`config.mk`:
```
export PLATFORM = sky130hd
export DESIGN_NAME = k_group_stream_reverser_flat
export DESIGN_NICKNAME = d
export VERILOG_FILES = /design/src/rtl/core/kgsr_pkg.sv /design/src/rtl/core/kgsr_in_if.sv /design/src/rtl/core/kgsr_out_if.sv /design/src/rtl/core/kgsr_regs.sv /design/src/rtl/core/kgsr_dp.sv /design/src/rtl/core/kgsr_ctrl.sv /design/src/rtl/core/k_group_stream_reverser.sv /design/src/flat_wrapper.sv
export SDC_FILE = /design/constraint.sdc
export NUM_CORES = 1
export LEC_CHECK = 0
export BUFFER_PORTS_ARGS = -buffer_cell sky130_fd_sc_hd__buf_2
export CAP_MARGIN = 15
export CORE_UTILIZATION = 55
export CTS_CLUSTER_SIZE = 28
export DETAILED_ROUTE_END_ITERATION = 16
export PLACE_DENSITY_LB_ADDON = 0.05
export SYNTH_ARGS = -nofsm -noshare
export SYNTH_HDL_FRONTEND = slang
export SYNTH_SLANG_ARGS = --single-unit
export TNS_END_PERCENT = 100
```
`constraint.sdc`:
```
create_clock -name clk_i -period 4.8 [get_ports clk_i]
set_input_delay 0.48 -clock clk_i [delete_from_list [all_inputs] [get_ports clk_i]]
set_output_delay 0.48 -clock clk_i [all_outputs]
set_load 0.02 [all_outputs]
```
`src/rtl/core/kgsr_pkg.sv`:
```
// Shared constants and control/status types for the k-group stream reverser.
// No dependencies; compiled first.
`timescale 1ns / 1ps
package kgsr_pkg;

  localparam int unsigned MAX_GROUP_DEF = 16;
  localparam int unsigned DATA_W        = 32;
  localparam int unsigned GSIZE_W       = 5;
  localparam int unsigned APB_AW        = 3;
  localparam int unsigned APB_DW        = 32;
  localparam int unsigned REG_IDX_W     = 1;

  localparam logic [GSIZE_W-1:0]   GSIZE_RST      = 5'd2;
  localparam logic [REG_IDX_W-1:0] REG_GROUP_SIZE = 1'd0;

  typedef struct packed {
    logic accept;
    logic load;
  } ctrl_cmd_t;

  typedef struct packed {
    logic flush;
    logic last;
    logic slot_free;
  } dp_status_t;

endpackage

```
`src/rtl/core/kgsr_in_if.sv`:
```
// Input channel interface: valid/ready with one list element per transaction.
// Depends on kgsr_pkg.
`timescale 1ns / 1ps
interface kgsr_in_if;
  logic                                 valid;
  logic                                 ready;
  logic signed [kgsr_pkg::DATA_W-1:0]   value;
  logic                                 list_end;

  modport source (output valid, output value, output list_end, input ready);
  modport sink   (input valid, input value, input list_end, output ready);
endinterface

```
`src/rtl/core/kgsr_out_if.sv`:
```
// Output channel interface: valid/ready with one reordered element per transaction.
// Depends on kgsr_pkg.
`timescale 1ns / 1ps
interface kgsr_out_if;
  logic                                 valid;
  logic                                 ready;
  logic signed [kgsr_pkg::DATA_W-1:0]   out_value;
  logic                                 run_last;
  logic                                 out_list_end;

  modport source (output valid, output out_value, output run_last, output out_list_end,
                  input ready);
  modport sink   (input valid, input out_value, input run_last, input out_list_end,
                  output ready);
endinterface

```
`src/rtl/core/kgsr_regs.sv`:
```
// APB-style configuration register file holding group_size.
// Depends on kgsr_pkg.
`timescale 1ns / 1ps
module kgsr_regs (
  input  logic                          clk_i,
  input  logic                          rst_ni,
  input  logic                          psel,
  input  logic                          penable,
  input  logic                          pwrite,
  input  logic [kgsr_pkg::APB_AW-1:0]   paddr,
  input  logic [kgsr_pkg::APB_DW-1:0]   pwdata,
  output logic [kgsr_pkg::APB_DW-1:0]   prdata,
  output logic                          pready,
  output logic [kgsr_pkg::GSIZE_W-1:0]  group_size_o
);

  logic [kgsr_pkg::GSIZE_W-1:0] group_size_q, group_size_d;
  logic                         sel_gsize;

  assign sel_gsize = (paddr[kgsr_pkg::APB_AW-1:2] == kgsr_pkg::REG_GROUP_SIZE);
  assign pready    = 1'b1;

  always_comb begin
    group_size_d = group_size_q;
    if (psel && penable && pwrite && sel_gsize) begin
      group_size_d = pwdata[kgsr_pkg::GSIZE_W-1:0];
    end
  end

  always_comb begin
    prdata = '0;
    if (sel_gsize) begin
      prdata = {{(kgsr_pkg::APB_DW-kgsr_pkg::GSIZE_W){1'b0}}, group_size_q};
    end
  end

  always_ff @(posedge clk_i or negedge rst_ni) begin
    if (!rst_ni) begin
      group_size_q <= kgsr_pkg::GSIZE_RST;
    end else begin
      group_size_q <= group_size_d;
    end
  end

  assign group_size_o = group_size_q;

endmodule

```
`src/rtl/core/kgsr_dp.sv`:
```
// Datapath: group buffer memory, fill and read counters, output register.
// Depends on kgsr_pkg; driven by kgsr_ctrl through ctrl_cmd_t.
`timescale 1ns / 1ps
module kgsr_dp #(
  parameter int unsigned MAX_GROUP = kgsr_pkg::MAX_GROUP_DEF
) (
  input  logic                                clk_i,
  input  logic                                rst_ni,
  input  logic [kgsr_pkg::GSIZE_W-1:0]        group_size_i,
  input  logic signed [kgsr_pkg::DATA_W-1:0]  value_i,
  input  logic                                list_end_i,
  input  kgsr_pkg::ctrl_cmd_t                 cmd_i,
  output kgsr_pkg::dp_status_t                status_o,
  input  logic                                out_ready_i,
  output logic                                out_valid_o,
  output logic signed [kgsr_pkg::DATA_W-1:0]  out_value_o,
  output logic                                run_last_o,
  output logic                                out_list_end_o
);

  localparam int unsigned AW = (MAX_GROUP > 1) ? $clog2(MAX_GROUP) : 1;
  localparam int unsigned CW = $clog2(MAX_GROUP + 1);
  localparam int unsigned KW = (CW > kgsr_pkg::GSIZE_W) ? CW : kgsr_pkg::GSIZE_W;

  logic [kgsr_pkg::DATA_W-1:0] mem_q [MAX_GROUP];

  logic [CW-1:0] fill_q, fill_d;
  logic [CW-1:0] left_q, left_d;
  logic [AW-1:0] rd_addr_q, rd_addr_d;
  logic          rev_q, rev_d;
  logic          end_q, end_d;
  logic          out_valid_q, out_valid_d;

  logic signed [kgsr_pkg::DATA_W-1:0] out_value_q;
  logic                               run_last_q;
  logic                               out_list_end_q;

  logic [KW-1:0] k_eff;
  logic [CW-1:0] n_new;
  logic          rev_now;
  logic          last_now;

  always_comb begin
    if (group_size_i <= kgsr_pkg::GSIZE_W'(1)) begin
      k_eff = KW'(1);
    end else if (KW'(group_size_i) > KW'(MAX_GROUP)) begin
      k_eff = KW'(MAX_GROUP);
    end else begin
      k_eff = KW'(group_size_i);
    end
  end

  assign n_new    = fill_q + CW'(1);
  assign rev_now  = (KW'(n_new) >= k_eff);
  assign last_now = (left_q == CW'(1));

  assign status_o.flush     = rev_now || list_end_i;
  assign status_o.last      = last_now;
  assign status_o.slot_free = !out_valid_q || out_ready_i;

  always_comb begin
    fill_d      = fill_q;
    left_d      = left_q;
    rd_addr_d   = rd_addr_q;
    rev_d       = rev_q;
    end_d       = end_q;
    out_valid_d = out_valid_q;
    if (out_ready_i) begin
      out_valid_d = 1'b0;
    end
    if (cmd_i.accept) begin
      if (rev_now || list_end_i) begin
        fill_d    = '0;
        left_d    = n_new;
        rev_d     = rev_now;
        end_d     = list_end_i;
        rd_addr_d = rev_now ? fill_q[AW-1:0] : '0;
      end else begin
        fill_d = n_new;
      end
    end
    if (cmd_i.load) begin
      out_valid_d = 1'b1;
      left_d      = left_q - CW'(1);
      rd_addr_d   = rev_q ? (rd_addr_q - AW'(1)) : (rd_addr_q + AW'(1));
    end
  end

  always_ff @(posedge clk_i or negedge rst_ni) begin
    if (!rst_ni) begin
      fill_q      <= '0;
      left_q      <= '0;
      rd_addr_q   <= '0;
      rev_q       <= 1'b0;
      end_q       <= 1'b0;
      out_valid_q <= 1'b0;
    end else begin
      fill_q      <= fill_d;
      left_q      <= left_d;
      rd_addr_q   <= rd_addr_d;
      rev_q       <= rev_d;
      end_q       <= end_d;
      out_valid_q <= out_valid_d;
    end
  end

  always_ff @(posedge clk_i) begin
    if (cmd_i.accept) begin
      mem_q[fill_q[AW-1:0]] <= value_i;
    end
    if (cmd_i.load) begin
      out_value_q    <= $signed(mem_q[rd_addr_q]);
      run_last_q     <= last_now;
      out_list_end_q <= last_now && end_q;
    end
  end

  assign out_valid_o    = out_valid_q;
  assign out_value_o    = out_value_q;
  assign run_last_o     = run_last_q;
  assign out_list_end_o = out_list_end_q;

endmodule

```
`src/rtl/core/kgsr_ctrl.sv`:
```
// Controller: takes input transactions while idle and sequences group read-out.
// Depends on kgsr_pkg; commands kgsr_dp.
`timescale 1ns / 1ps
module kgsr_ctrl (
  input  logic                 clk_i,
  input  logic                 rst_ni,
  input  logic                 in_valid_i,
  output logic                 in_ready_o,
  input  kgsr_pkg::dp_status_t status_i,
  output kgsr_pkg::ctrl_cmd_t  cmd_o
);

  typedef enum logic {
    ST_IDLE,
    ST_EMIT
  } state_e;

  state_e state_q;

  assign in_ready_o   = (state_q == ST_IDLE);
  assign cmd_o.accept = in_valid_i && (state_q == ST_IDLE);
  assign cmd_o.load   = (state_q == ST_EMIT) && status_i.slot_free;

  always_ff @(posedge clk_i or negedge rst_ni) begin
    if (!rst_ni) begin
      state_q <= ST_IDLE;
    end else begin
      case (state_q)
        ST_IDLE: begin
          if (cmd_o.accept && status_i.flush) begin
            state_q <= ST_EMIT;
          end
        end
        ST_EMIT: begin
          if (cmd_o.load && status_i.last) begin
            state_q <= ST_IDLE;
          end
        end
        default: begin
          state_q <= ST_IDLE;
        end
      endcase
    end
  end

endmodule

```
`src/rtl/core/k_group_stream_reverser.sv`:
```
// k-group stream reverser top level: APB registers, controller and datapath.
// Depends on kgsr_pkg, kgsr_in_if, kgsr_out_if, kgsr_regs, kgsr_ctrl, kgsr_dp.
//
// Usage: list elements arrive on in_i (valid/ready), the final one flagged by
// list_end. Elements are buffered until group_size of them are held, then the
// group leaves on out_o in reversed order; a list that ends short of a full
// group leaves in arrival order. group_size 0 or 1 passes elements through.
// run_last marks the last result of a burst, out_list_end the end of a list.
// Read-out: an input that completes a group of n elements is followed by
// read-out of all n, one result per cycle while the receiver does not stall,
// through the single buffer read port into the output register; input is held
// off meanwhile. The first result reaches out_o via the ST_EMIT state register
// and then the output register.
// A stalled receiver holds the output register and pauses read-out; the next
// input is taken while the final result of a burst still waits.
// Reset: group_size returns to 2 and the fill count clears; no clearing pass.
// Write group_size (register 0, byte address 0) only while idle; not enforced.
`timescale 1ns / 1ps
module k_group_stream_reverser #(
  parameter int unsigned MAX_GROUP = kgsr_pkg::MAX_GROUP_DEF
) (
  input  logic                          clk_i,
  input  logic                          rst_ni,
  kgsr_in_if.sink                       in_i,
  kgsr_out_if.source                    out_o,
  input  logic                          psel,
  input  logic                          penable,
  input  logic                          pwrite,
  input  logic [kgsr_pkg::APB_AW-1:0]   paddr,
  input  logic [kgsr_pkg::APB_DW-1:0]   pwdata,
  output logic [kgsr_pkg::APB_DW-1:0]   prdata,
  output logic                          pready
);

  logic [kgsr_pkg::GSIZE_W-1:0] group_size;
  kgsr_pkg::ctrl_cmd_t          cmd;
  kgsr_pkg::dp_status_t         status;

  kgsr_regs u_regs (
    .clk_i        (clk_i),
    .rst_ni       (rst_ni),
    .psel         (psel),
    .penable      (penable),
    .pwrite       (pwrite),
    .paddr        (paddr),
    .pwdata       (pwdata),
    .prdata       (prdata),
    .pready       (pready),
    .group_size_o (group_size)
  );

  kgsr_ctrl u_ctrl (
    .clk_i      (clk_i),
    .rst_ni     (rst_ni),
    .in_valid_i (in_i.valid),
    .in_ready_o (in_i.ready),
    .status_i   (status),
    .cmd_o      (cmd)
  );

  kgsr_dp #(
    .MAX_GROUP (MAX_GROUP)
  ) u_dp (
    .clk_i          (clk_i),
    .rst_ni         (rst_ni),
    .group_size_i   (group_size),
    .value_i        (in_i.value),
    .list_end_i     (in_i.list_end),
    .cmd_i          (cmd),
    .status_o       (status),
    .out_ready_i    (out_o.ready),
    .out_valid_o    (out_o.valid),
    .out_value_o    (out_o.out_value),
    .run_last_o     (out_o.run_last),
    .out_list_end_o (out_o.out_list_end)
  );

  a_end_has_last : assert property (@(posedge clk_i) disable iff (!rst_ni)
    out_o.valid && out_o.out_list_end |-> out_o.run_last)
    else $error("out_list_end without run_last");

  a_no_load_on_accept : assert property (@(posedge clk_i) disable iff (!rst_ni)
    cmd.accept |-> !cmd.load)
    else $error("read-out overlaps input transaction");

  a_flush_blocks_input : assert property (@(posedge clk_i) disable iff (!rst_ni)
    cmd.accept && status.flush |=> !in_i.ready)
    else $error("flush did not start read-out");

  a_load_sets_valid : assert property (@(posedge clk_i) disable iff (!rst_ni)
    cmd.load |=> out_o.valid)
    else $error("load did not fill output register");

endmodule

```
`src/flat_wrapper.sv`:
```
// flat-port wrapper written by rule: the top's interface ports become plain ports
module k_group_stream_reverser_flat 
#(
  parameter int unsigned MAX_GROUP = kgsr_pkg::MAX_GROUP_DEF
)
  (clk_i, rst_ni, psel, penable, pwrite, paddr, pwdata, prdata, pready, in_i_valid, in_i_value, in_i_list_end, in_i_ready, out_o_valid, out_o_out_value, out_o_run_last, out_o_out_list_end, out_o_ready);
  kgsr_in_if in_i_i ();
  kgsr_out_if out_o_i ();
  input  logic clk_i;
  input  logic rst_ni;
  input  logic psel;
  input  logic penable;
  input  logic pwrite;
  input  logic [kgsr_pkg::APB_AW-1:0] paddr;
  input  logic [kgsr_pkg::APB_DW-1:0] pwdata;
  output logic [kgsr_pkg::APB_DW-1:0] prdata;
  output logic pready;
  input wire logic [$bits(in_i_i.valid)-1:0] in_i_valid;
  input wire logic [$bits(in_i_i.value)-1:0] in_i_value;
  input wire logic [$bits(in_i_i.list_end)-1:0] in_i_list_end;
  output wire logic [$bits(in_i_i.ready)-1:0] in_i_ready;
  output wire logic [$bits(out_o_i.valid)-1:0] out_o_valid;
  output wire logic [$bits(out_o_i.out_value)-1:0] out_o_out_value;
  output wire logic [$bits(out_o_i.run_last)-1:0] out_o_run_last;
  output wire logic [$bits(out_o_i.out_list_end)-1:0] out_o_out_list_end;
  input wire logic [$bits(out_o_i.ready)-1:0] out_o_ready;
  assign in_i_i.valid = in_i_valid;
  assign in_i_i.value = in_i_value;
  assign in_i_i.list_end = in_i_list_end;
  assign in_i_ready = in_i_i.ready;
  assign out_o_valid = out_o_i.valid;
  assign out_o_out_value = out_o_i.out_value;
  assign out_o_run_last = out_o_i.run_last;
  assign out_o_out_list_end = out_o_i.out_list_end;
  assign out_o_i.ready = out_o_ready;
  k_group_stream_reverser #(.MAX_GROUP(MAX_GROUP)) u_core (.clk_i(clk_i), .rst_ni(rst_ni), .in_i(in_i_i), .out_o(out_o_i), .psel(psel), .penable(penable), .pwrite(pwrite), .paddr(paddr), .pwdata(pwdata), .prdata(prdata), .pready(pready));
endmodule
```
Word-level counts from Yosys, hierarchy flattened:

Memories as Yosys holds them, arrays and structs flattened. A register that Yosys moved wholly into a read port is not among the register bits.
Index checks and enable logic that the tools add are counted.

* flip-flop bits (word level): 25
* memory bits (writable): 512
* input bits: 75
* output and inout bits: 69
* logic and storage cells: 56
* memories kept: 1

Memories
* u_core.u_dp.mem_q: depth 16, bits a word 32, read ports 1, clocked after Yosys merged registers in 1, wr ports 1, line kgsr_dp.sv:25 `logic [kgsr_pkg::DATA_W-1:0] mem_q [MAX_GROUP];`

* $add $sub $neg: 4
* $lt $le $gt $ge: 3
* eq/ne operators: 1
* mux-type cells: 19
* bitwise operators: 2
* reductions and logical operators: 16

Operators by type and width (count)
* $mux 5: 7
* $mux 4: 5
* $logic_and 1x1->1: 8
* $mux 1: 6
* $reduce_bool 2->1: 3
* $add 5x1->5 const B: 1
* $eq 5x1->1 const B: 1
* $ge 5x5->1: 1
* $gt 5x5->1 const B: 1
* $le 5x1->1 const B: 1
* $sub 5x1->5 const B: 1
* $add 4x1->4 const B: 1
* $reduce_and 2->1: 2
* $sub 4x1->4 const B: 1
* $logic_or 1x1->1: 2
* $not 1->1: 2
* $pmux 1 s2: 1
* $logic_not 1->1: 1

Longest topological paths before layout:

Gate-level depths: netlist of run 1.

* depth in word-level cells: 8
* depth in mapped cells: 11
* depth with buffers taken out: 9

Hierarchy:

Synthesis of run 1 repeated with hierarchy kept, for this count alone.

* cells, all modules: 956
* area, all modules: 22037.4 um^2

Modules (own cells, without submodules)
* kgsr_dp: instances 1, cells each 904, area each 21509.4 um^2, sequential area each 16821.1 um^2
* kgsr_regs: instances 1, cells each 46, area each 467.9 um^2, sequential area each 126.4 um^2
* kgsr_ctrl: instances 1, cells each 6, area each 60.1 um^2, sequential area each 25.0 um^2

Least setup slack after synthesis of run 1:

No wires, ideal clock.

* path type: register to register
* from: reg u_core.u_ctrl.state_q
* to: mem u_core.u_dp.mem_q[3][0] in the netlist's numbering (enable)
* setup time: 421 ps
* arrival: 2317 ps
* data required time: 4379 ps
* path slack: 2062 ps
* cell stages (with the launch flop): 6
* path buffers: 1
* clock period less this slack: 2738 ps
* path through: dfrtp_1 nand2b_1 clkbuf_1 nor2_1 nand2_1 nor2_1

* cells in the longest elaborated chain, start to end: 4

RTL lines
* start, declared: line kgsr_ctrl.sv:18 `state_e state_q;`
* start signal, assigned: line kgsr_ctrl.sv:26 `state_q <= ST_IDLE;`
* start signal, assigned: line kgsr_ctrl.sv:31 `state_q <= ST_EMIT;`
* start signal, assigned: line kgsr_ctrl.sv:36 `state_q <= ST_IDLE;`
* $not 1->1: line kgsr_ctrl.sv:21 `assign cmd_o.accept = in_valid_i && (state_q == ST_IDLE);`
* $logic_and 1x1->1: line kgsr_ctrl.sv:21
* $mux 1: line kgsr_dp.sv:108 `if (cmd_i.accept) begin`
* $mux 1 (not written as such): line kgsr_dp.sv:109 `mem_q[fill_q[AW-1:0]] <= value_i;`
* end, declared: line kgsr_dp.sv:25

No other way between the ends.

Worst setup path after layout of run 1:

* from: reg u_core.u_dp.fill_q[0]
* to: reg u_core.u_dp.rd_addr_q[3]

* cells in the longest elaborated chain, start to end: 6
* elaborated cells between the ends (all ways): 9
* classes of those cells: 1 x add/sub; 1 x order compare; 4 x mux; 3 x reduce/logical

RTL lines
* start, declared: line kgsr_dp.sv:27 `logic [CW-1:0] fill_q, fill_d;`
* start signal, assigned: line kgsr_dp.sv:98 `fill_q <= fill_d;`
* $add 5x1->5 *: line kgsr_dp.sv:53 `assign n_new = fill_q + CW'(1);`
* $ge 5x5->1 *: line kgsr_dp.sv:54 `assign rev_now = (KW'(n_new) >= k_eff);`
* $mux 4: line kgsr_dp.sv:77 `rd_addr_d = rev_now ? fill_q[AW-1:0] : '0;`
* $mux 4: line kgsr_dp.sv:72 `if (rev_now || list_end_i) begin`
* $mux 4: line kgsr_dp.sv:71 `if (cmd_i.accept) begin`
* $mux 4: line kgsr_dp.sv:82 `if (cmd_i.load) begin`
* end signal, assigned: line kgsr_dp.sv:100 `rd_addr_q <= rd_addr_d;`
* end, declared: line kgsr_dp.sv:29 `logic [AW-1:0] rd_addr_q, rd_addr_d;`

Every way passes the cells marked *; elsewhere a longest branch is shown, timed or not. The select of a mux whose other input is x is not followed.
A chain may end at the register's enable or synchronous reset.

==> summary.txt, run 1 <==
STA
  • Setup TNS: 0 ns
  • Final Hold Fails: 0
  • Worst-margin pin slew: roughly 1.1 ns
  • RSZ-0062 raised after global routing: false
  • Final Max Tran Viols: 0
  • Final period util: 0.657
  • Slew headroom: 0.246
  • Worst clock skew: approximately 0.015 ns
  • FMAX: approximately 0.32 GHz
  • Worst hold slack: approximately 0.13 ns
  • Min Tclk post-route: approximately 3.2 ns
  • Final setup vio count: 0

Routing
  • DRT Wirelength: 43000 um
  • Vias per cell: slightly below 6
  • Antenna-violating nets left: 0
  • Total number of vias: around 9.6k
  • DRC: 0
  • TritonRoute pass-1 iters: 5
  • Routed len/inst: 26.2 um
  • Initial DRC count: around 700

Clocking
  • Clock sinks: about 570
  • Post_cts resized: 0
  • Num CTS Buffers: 56
  • Clock insertion delay at the later pin of the skew report: a little under 0.6 ns
  • CTS root buf: clkbuf_16
  • CTS max path bufs: 3
  • H-tree levels: 2
  • CTS tree: done
  • Clock slew at reported path FFs: roughly 0.06 ns

Synth
  • Synth area leaders: edfxtp_1 (75%), mux4_2 (16%), dfrtp_1 (2.5%), buf_4 (0.96%), ha_1 (0.74%)
  • Ys flop type: edfxtp_1
  • Compound-Gate Fraction of Synth Area: 0.0113
  • Area share of the largest cell type after synthesis: 0.745
  • Mean post-synth cell area: roughly 23 um^2
  • Combinational family with the most area after synthesis: multiplexers
  • Post-synth EDFFs: approximately 550
  • Simple-Gate Fraction of Synth Area: 0.0168
  • Synth Warn #: 0
  • Area leader, netlist: edfxtp_1
  • Sequential share of the synthesized area: 0.772
  • Cell area after synthesis: between 0.02 and 0.025 mm^2
  • Synth Instances: about 950
  • Mux cell area share after synthesis: 0.166
  • Synth Register Bits: 569
  • Post-Synth XOR/XNOR Area: 0.00239
  • Synth unique cells: 45
  • Adder-Cell Fraction of Synth Area: 0.00831
  • Synth async-reset ratio: 0.0404

Finish
  • Final nets: 1165
  • Area delta synth->final: 12.2%
  • Ant. Diodes: 0
  • FF/Latch Area: ~0.017 mm^2
  • Layout cell share with drive strength beyond 1: 0.328
  • Fillers: 2632
  • Area of the multi-input gates: 0.00465 mm^2

Power
  • PwrDens: a little over 500 mW/mm^2
  • P_leak: between 8 and 9 nW
  • Max IR drop VDD: 327 uV

Worst setup path
  • R2r startpoint: u_core.u_dp.fill_q[0]
  • R2R setup slack: roughly 1.6 ns
  • Kind of critical path: register to register
  • Max FO, Critical Path: 11
  • Critical Path Start Type: register
  • Critical path endpoint category: register
  • Crit-path most repeated cell: a21oi_1
  • WP data required: between 5 and 6 ns
  • Critical path's largest stage delay: roughly 0.73 ns
  • Cells on worst reg2reg path: 9
  • Buffer and inverter count on the worst path: 0
  • Crit-path cells: ha_1 -> nand3_1 -> xnor2_1 -> ha_1 -> a21oi_1 -> a21oi_1 -> a21oi_1 -> a21oi_1 -> a221oi_1
  • Crit path max-delay family: compound AO/OA/AOI/OAI gates
  • Reg2reg end: u_core.u_dp.rd_addr_q[3]
  • Slowest cell on the critical path: a21oi_1
  • Worst Path Arrival: ~3.6 ns

Global routing
  • Pin count of the biggest net entering global routing: 67
  • Vias in the first global route: ~9.9k
  • GR Overflow Total: 0
  • First-pass GRT wire length: ~65000 um
  • Initial antenna violation count: 1
  • GRT Util Overall: 0.220

Floorplan
  • Die Height: 202 um
  • Die Area: ~0.041 mm^2
  • Core area: around 0.039 mm^2
  • Initial core utilization: 0.564
  • FP Rows: just over 70
  • Boundary Pins: 144
  • Die width: ~200 um

Placed design
  • PortBufs: 86
  • Post-DP HPWL: ~23000 um
  • GP Congestion: between 0.7 and 0.8

Flow run
  • MaxCap Viol Count: 0

Worst hold path
  • WHS Path Cells: 2
  • Hold endpoint: u_core.u_regs.group_size_o[2]
  • Min-delay worst type: input pin to register
  • Hold path startpoint: pwdata[2]

Outcome
  • Status: completed
-- kinds of logic (layout without fill, tap and decap cells) --
group                      count (synthesis)  count (layout)
muxes                                    165             165
buffers and inverters                     83             226
DFF                                      569             569
other                                      2              28
AOI/OAI and AO/OA                         38              38
and+or+nand+nor                           75              75
adders and majority gates                 14              14
xor gates and xnor gates                   6               6
-- metal layers --
layer	global-route usage	wire length [um]	vias up
met1	0.322	19000	5166
met5	0	10	-
met3	0.0326	1910	60
li1	-	-	4194
met2	0.353	21300	221
met4	0.0547	708	2
-- state kept, by name, summed over array words and instances, names as in the netlist --
register / flops
u_core.u_dp.out_valid_o: 1
u_core.u_dp.fill_q: 5
u_core.u_dp.rev_q: 1
u_core.u_dp.rd_addr_q: 4
u_core.u_dp.out_value_o: 32
u_core.u_regs.group_size_o: 5
u_core.u_dp.out_list_end_o: 1
u_core.u_dp.run_last_o: 1
u_core.u_dp.end_q: 1
u_core.u_dp.mem_q: 512
u_core.u_ctrl.state_q: 1
u_core.u_dp.left_q: 5
-- cells in the mapped netlist, types with 2 or more instances --
cell type	number
edfxtp_1	546
mux4_2	160
buf_4	28
nand2_1	23
dfrtp_1	22
clkbuf_1	20
nor2_1	14
a21oi_1	13
ha_1	13
and2_1	12
inv_1	12
buf_6	10
buf_1	7
buf_2	6
nor2b_1	6
and3_1	5
mux2_2	5
nand3_1	5
o21ai_0	5
nor3_1	4
xnor2_1	4
o211ai_1	3
a21o_1	2
a22oi_1	2
conb_1	2
nand2b_1	2
o31ai_1	2
xor2_1	2
-- placed cells by master, fill, tap and decap left out, types with 4 or more instances in the layout --
master	instances
buf_2	86
nor2_1	13
nand2_1	23
dfrtp_1	18
clkbuf_16	57
buf_4	21
and2_2	11
clkinv_1	20
clkinv_2	7
conb_1	28
clkbuf_1	12
xnor2_1	4
inv_1	11
nor3_1	4
o21ai_0	5
a21oi_1	13
nand3_1	5
edfxtp_1	546
ha_1	13
mux4_2	160
and3_2	4
nor2b_1	6
mux2_2	5
-- power by group --
group / total (mW) / internal [mW] / switching, mW
Combinational: 2.32 / 1.23 / 1.09
Sequential: 6.03 / 5.72 / 0.307
Clock: 4.06 / 2.31 / 1.75
-- worst max path at each step --
stage                     slack, ns                        to             startpoint  cells past startpoint
final                          1.65  u_core.u_dp.rd_addr_q[3]  u_core.u_dp.fill_q[0]                      9
after global routing           1.36     u_core.u_dp.left_q[3]  u_core.u_dp.fill_q[0]                      9
after CTS                      1.64     u_core.u_dp.left_q[3]  u_core.u_dp.fill_q[0]                      9
after detailed placement       1.67     u_core.u_dp.left_q[3]  u_core.u_dp.fill_q[0]                      9
after global placement         1.76     u_core.u_dp.left_q[3]  u_core.u_dp.fill_q[0]                      9
after floorplan                2.06   u_core.u_dp.mem_q[3][0]  u_core.u_ctrl.state_q                      5
-- per-stage QoR --
step	setup slack [ns]	cell area, um^2	power (mW)	std cells	util
floorplan	2.06	22100	7.83	978	-
detailed placement	1.67	23000	8.49	1535	0.589
global route	1.36	24700	12.9	1639	0.633
CTS	1.64	24700	12.5	1639	0.633
finish	1.65	24700	12.4	1639	0.633
global placement	1.76	23000	8.48	1535	0.589
-- timing repair --
item	in CTS	in global routing
hold buffers	1	0
hold endpoints to repair	22	0
setup buffers	0	0
-- worst reg2reg max path: stages (launching register included) --
cell and delay, ns:
dfrtp_1 0.50, ha_1 0.37, nand3_1 0.13, xnor2_1 0.30
ha_1 0.31, a21oi_1 0.21, a21oi_1 0.12, a21oi_1 0.73
a21oi_1 0.08, a221oi_1 0.30
-- final cells by class --
type / count / share of cell area
clock buffers: 72 / 0.0613
clock inverters: 31 / 0.00750
well taps: 518 / 0.0263
repair buffers: 111 / 0.0267
inverters: 12 / 0.00183
multi-input cells: 326 / 0.188
flip-flops and latches: 569 / 0.688
Power figures use the tool's default switching activity.
==> run 2, diff against run 1 <==
--- a/config.mk
+++ b/config.mk
@@ -7,7 +7,7 @@
 export LEC_CHECK = 0
 export BUFFER_PORTS_ARGS = -buffer_cell sky130_fd_sc_hd__buf_2
 export CAP_MARGIN = 15
-export CORE_UTILIZATION = 55
+export CORE_UTILIZATION = 54
 export CTS_CLUSTER_SIZE = 28
 export DETAILED_ROUTE_END_ITERATION = 16
 export PLACE_DENSITY_LB_ADDON = 0.05
==> constraint.sdc (replaced) <==
create_clock -name clk_i -period 2.6 [get_ports clk_i]
set_input_delay 0.26 -clock clk_i [delete_from_list [all_inputs] [get_ports clk_i]]
set_output_delay 0.26 -clock clk_i [all_outputs]
set_load 0.02 [all_outputs]
==> run 2 against run 1 <==
Non-clock buffer count rose by 40. Register-to-register slack got worse by 1.4 ns. Critical path depth rose by 1. Clock skew rose by 0.0040 ns.
==> summary.txt, run 2 (synthesized netlist as in run 1, its figures left out) <==
Outcome
  • Status: completed

STA
  • Min Tclk post-route: 2.36 ns
  • Setup slack after layout: roughly 0.24 ns
  • Setup TNS: 0 ns
  • Final period util: 0.907
  • RSZ-0062 raised after global routing: false
  • Slew headroom: 0.498
  • Worst hold slack: between 0.02 and 0.03 ns
  • Final setup vio count: 0
  • Worst clock skew: 0.0186 ns
  • Final Hold Fails: 0
  • Worst-margin pin slew: ~0.75 ns
  • Final Max Tran Viols: 0
  • FMAX: roughly 0.42 GHz

Worst setup path
  • Slowest cell on the critical path: ha_1
  • Cells on worst reg2reg path: 10
  • Buffer and inverter count on the worst path: 3
  • Critical Path Start Type: register
  • Crit-path cells: buf_4 -> inv_1 -> ha_1 -> ha_1 -> nand2_1 -> o21ai_0 -> a21oi_1 -> buf_4 -> o311ai_1 -> nor2_1
  • Critical path's largest stage delay: 0.39 ns
  • R2r startpoint: u_core.u_dp.fill_q[0]
  • Max FO, Critical Path: 11
  • Kind of critical path: register to register
  • Reg2reg end: u_core.u_dp.left_q[4]
  • Critical path endpoint category: register
  • Worst Path Arrival: between 2 and 3 ns
  • R2R setup slack: approximately 0.24 ns
  • WP data required: 3.08 ns
  • Crit path max-delay family: adder cells

Global routing
  • Pin count of the biggest net entering global routing: between 40 and 50
  • GRT Util Overall: 0.225
  • First-pass GRT wire length: between 60000 and 70000 um
  • GR Overflow Total: 0
  • Initial antenna violation count: 2
  • Vias in the first global route: roughly 10k

Power
  • Flop pwr share: 0.463
  • Internal power: between 15 and 20 mW
  • Switching share of power: 0.253
  • Clock share of power: 0.337
  • PwrDens: roughly 930 mW/mm^2
  • Comb pwr share: 0.200
  • Max IR drop VDD: ~660 uV
  • P_sw: about 6.0 mW
  • P_leak: ~8.5 nW
  • Overall power: 23.6 mW

Placed design
  • Area post-placement: 0.0235 mm^2
  • Inst Count DP: roughly 1.6k
  • Post-DP HPWL: ~24000 um
  • Pre-CTS setup slack: 0.168 ns
  • PortBufs: 86
  • GP Congestion: about 0.73

Routing
  • TritonRoute pass-1 iters: 5
  • Antenna-violating nets left: 0
  • Initial DRC count: 960
  • DRC: 0
  • Total number of vias: approximately 10k
  • Vias per cell: roughly 5.9
  • DRT Wirelength: approximately 44000 um
  • Routed len/inst: roughly 26 um

Clocking
  • Clock insertion delay at the later pin of the skew report: ~0.6 ns
  • CTS root buf: clkbuf_16
  • Clock slew at reported path FFs: roughly 0.06 ns
  • Clock sinks: about 570
  • Num CTS Buffers: between 50 and 60
  • CTS max path bufs: 3
  • H-tree levels: 2
  • CTS tree: done

Finish
  • Commonest cells after routing, fill and taps aside: edfxtp_1 (546), mux4_2 (160), buf_2 (86)
  • Final nets: between 1k and 1.5k
  • Finished Core Util: 0.638
  • Most common cell after layout, fill and taps aside: edfxtp_1
  • Ant. Diodes: 0
  • Fillers: 2681
  • Post-route insts no fill: roughly 1.7k
  • Area delta synth->final: 15.7%
  • Layout cell share with drive strength beyond 1: 0.353
  • Max reg flops: a little over 500
  • Cell area after layout: between 0.02 and 0.03 mm^2

Floorplan
  • Die Height: slightly above 200 um
  • Initial core utilization: 0.551
  • FP Rows: 73
  • Core area: approximately 0.04 mm^2
  • Boundary Pins: between 100 and 150
  • Die width: between 200 and 250 um
  • Die Area: between 0.04 and 0.05 mm^2

Worst hold path
  • WHS Path Cells: 1
  • Hold endpoint: u_core.u_dp.mem_q[1][31]
  • Min-delay worst type: input pin to register
  • Hold path startpoint: in_i_value[31]

Flow run
  • MaxCap Viol Count: 0
run 2: area by class of cell:
| class | count | area (um^2) | share of cell area |
|---|---|---|---|
| Inverter | 12 | 45.0 | 0.00177 |
| Sequential cell | 569 | 17000 | 0.667 |
| Multi-Input combinational cell | 326 | 4660 | 0.183 |
| Tap cell | 525 | 657 | 0.0258 |
| Clock inverter | 38 | 313 | 0.0123 |
| Timing Repair Buffer | 151 | 1290 | 0.0505 |
| Clock buffer | 68 | 1510 | 0.0593 |
run 2: worst max path at each step:
stage,start,endpoint,slack (ns),cells after the start
2_1_floorplan,u_core.u_dp.out_valid_o,u_core.u_dp.rd_addr_q[3],0.12,5
3_3_place_gp,u_core.u_dp.fill_q[1],u_core.u_dp.left_q[3],0.25,10
3_5_place_dp,u_core.u_dp.fill_q[1],u_core.u_dp.left_q[3],0.17,10
4_1_cts,u_core.u_dp.fill_q[1],u_core.u_dp.rd_addr_q[0],0.15,10
5_1_grt,u_core.u_dp.fill_q[1],u_core.u_dp.rd_addr_q[0],0.02,10
6_report,u_core.u_dp.fill_q[0],u_core.u_dp.left_q[4],0.24,10
run 2: power by group through the flow:
stage / registers, mW / logic [mW] / clock network [mW]
global route: 11.0 / 5.09 / 8.43
detailed placement: 11.1 / 4.79 / 0
global placement: 11.1 / 4.76 / 0
finish: 10.9 / 4.72 / 7.94
floorplan: 11.2 / 3.21 / 0
CTS: 10.9 / 4.81 / 8.10
run 2: worst reg2reg max path, delay by kind of cell, from the launching register on:
family | cells | cell delay [ns]
buffers and inverters | 3 | 0.47
AND/OR/NAND/NOR | 2 | 0.11
AO/OA/AOI/OAI | 3 | 0.62
adder cells (fa/ha/maj) | 2 | 0.69
flip-flops | 1 | 0.35
run 2: metal layers:
metal | up-vias | part of all wire | global-route usage
met5 | - | 0.00050 | 0
met4 | 4 | 0.023 | 0.0714
met3 | 67 | 0.048 | 0.0356
met2 | 278 | 0.48 | 0.349
met1 | 5361 | 0.45 | 0.331
li1 | 4278 | - | -
run 2: repair_timing:
item                       CTS  global route
gates resized for setup      0             2
setup buffers                0             1
setup endpoints to repair    0             7
hold buffers                12             0
hold endpoints to repair    70             0
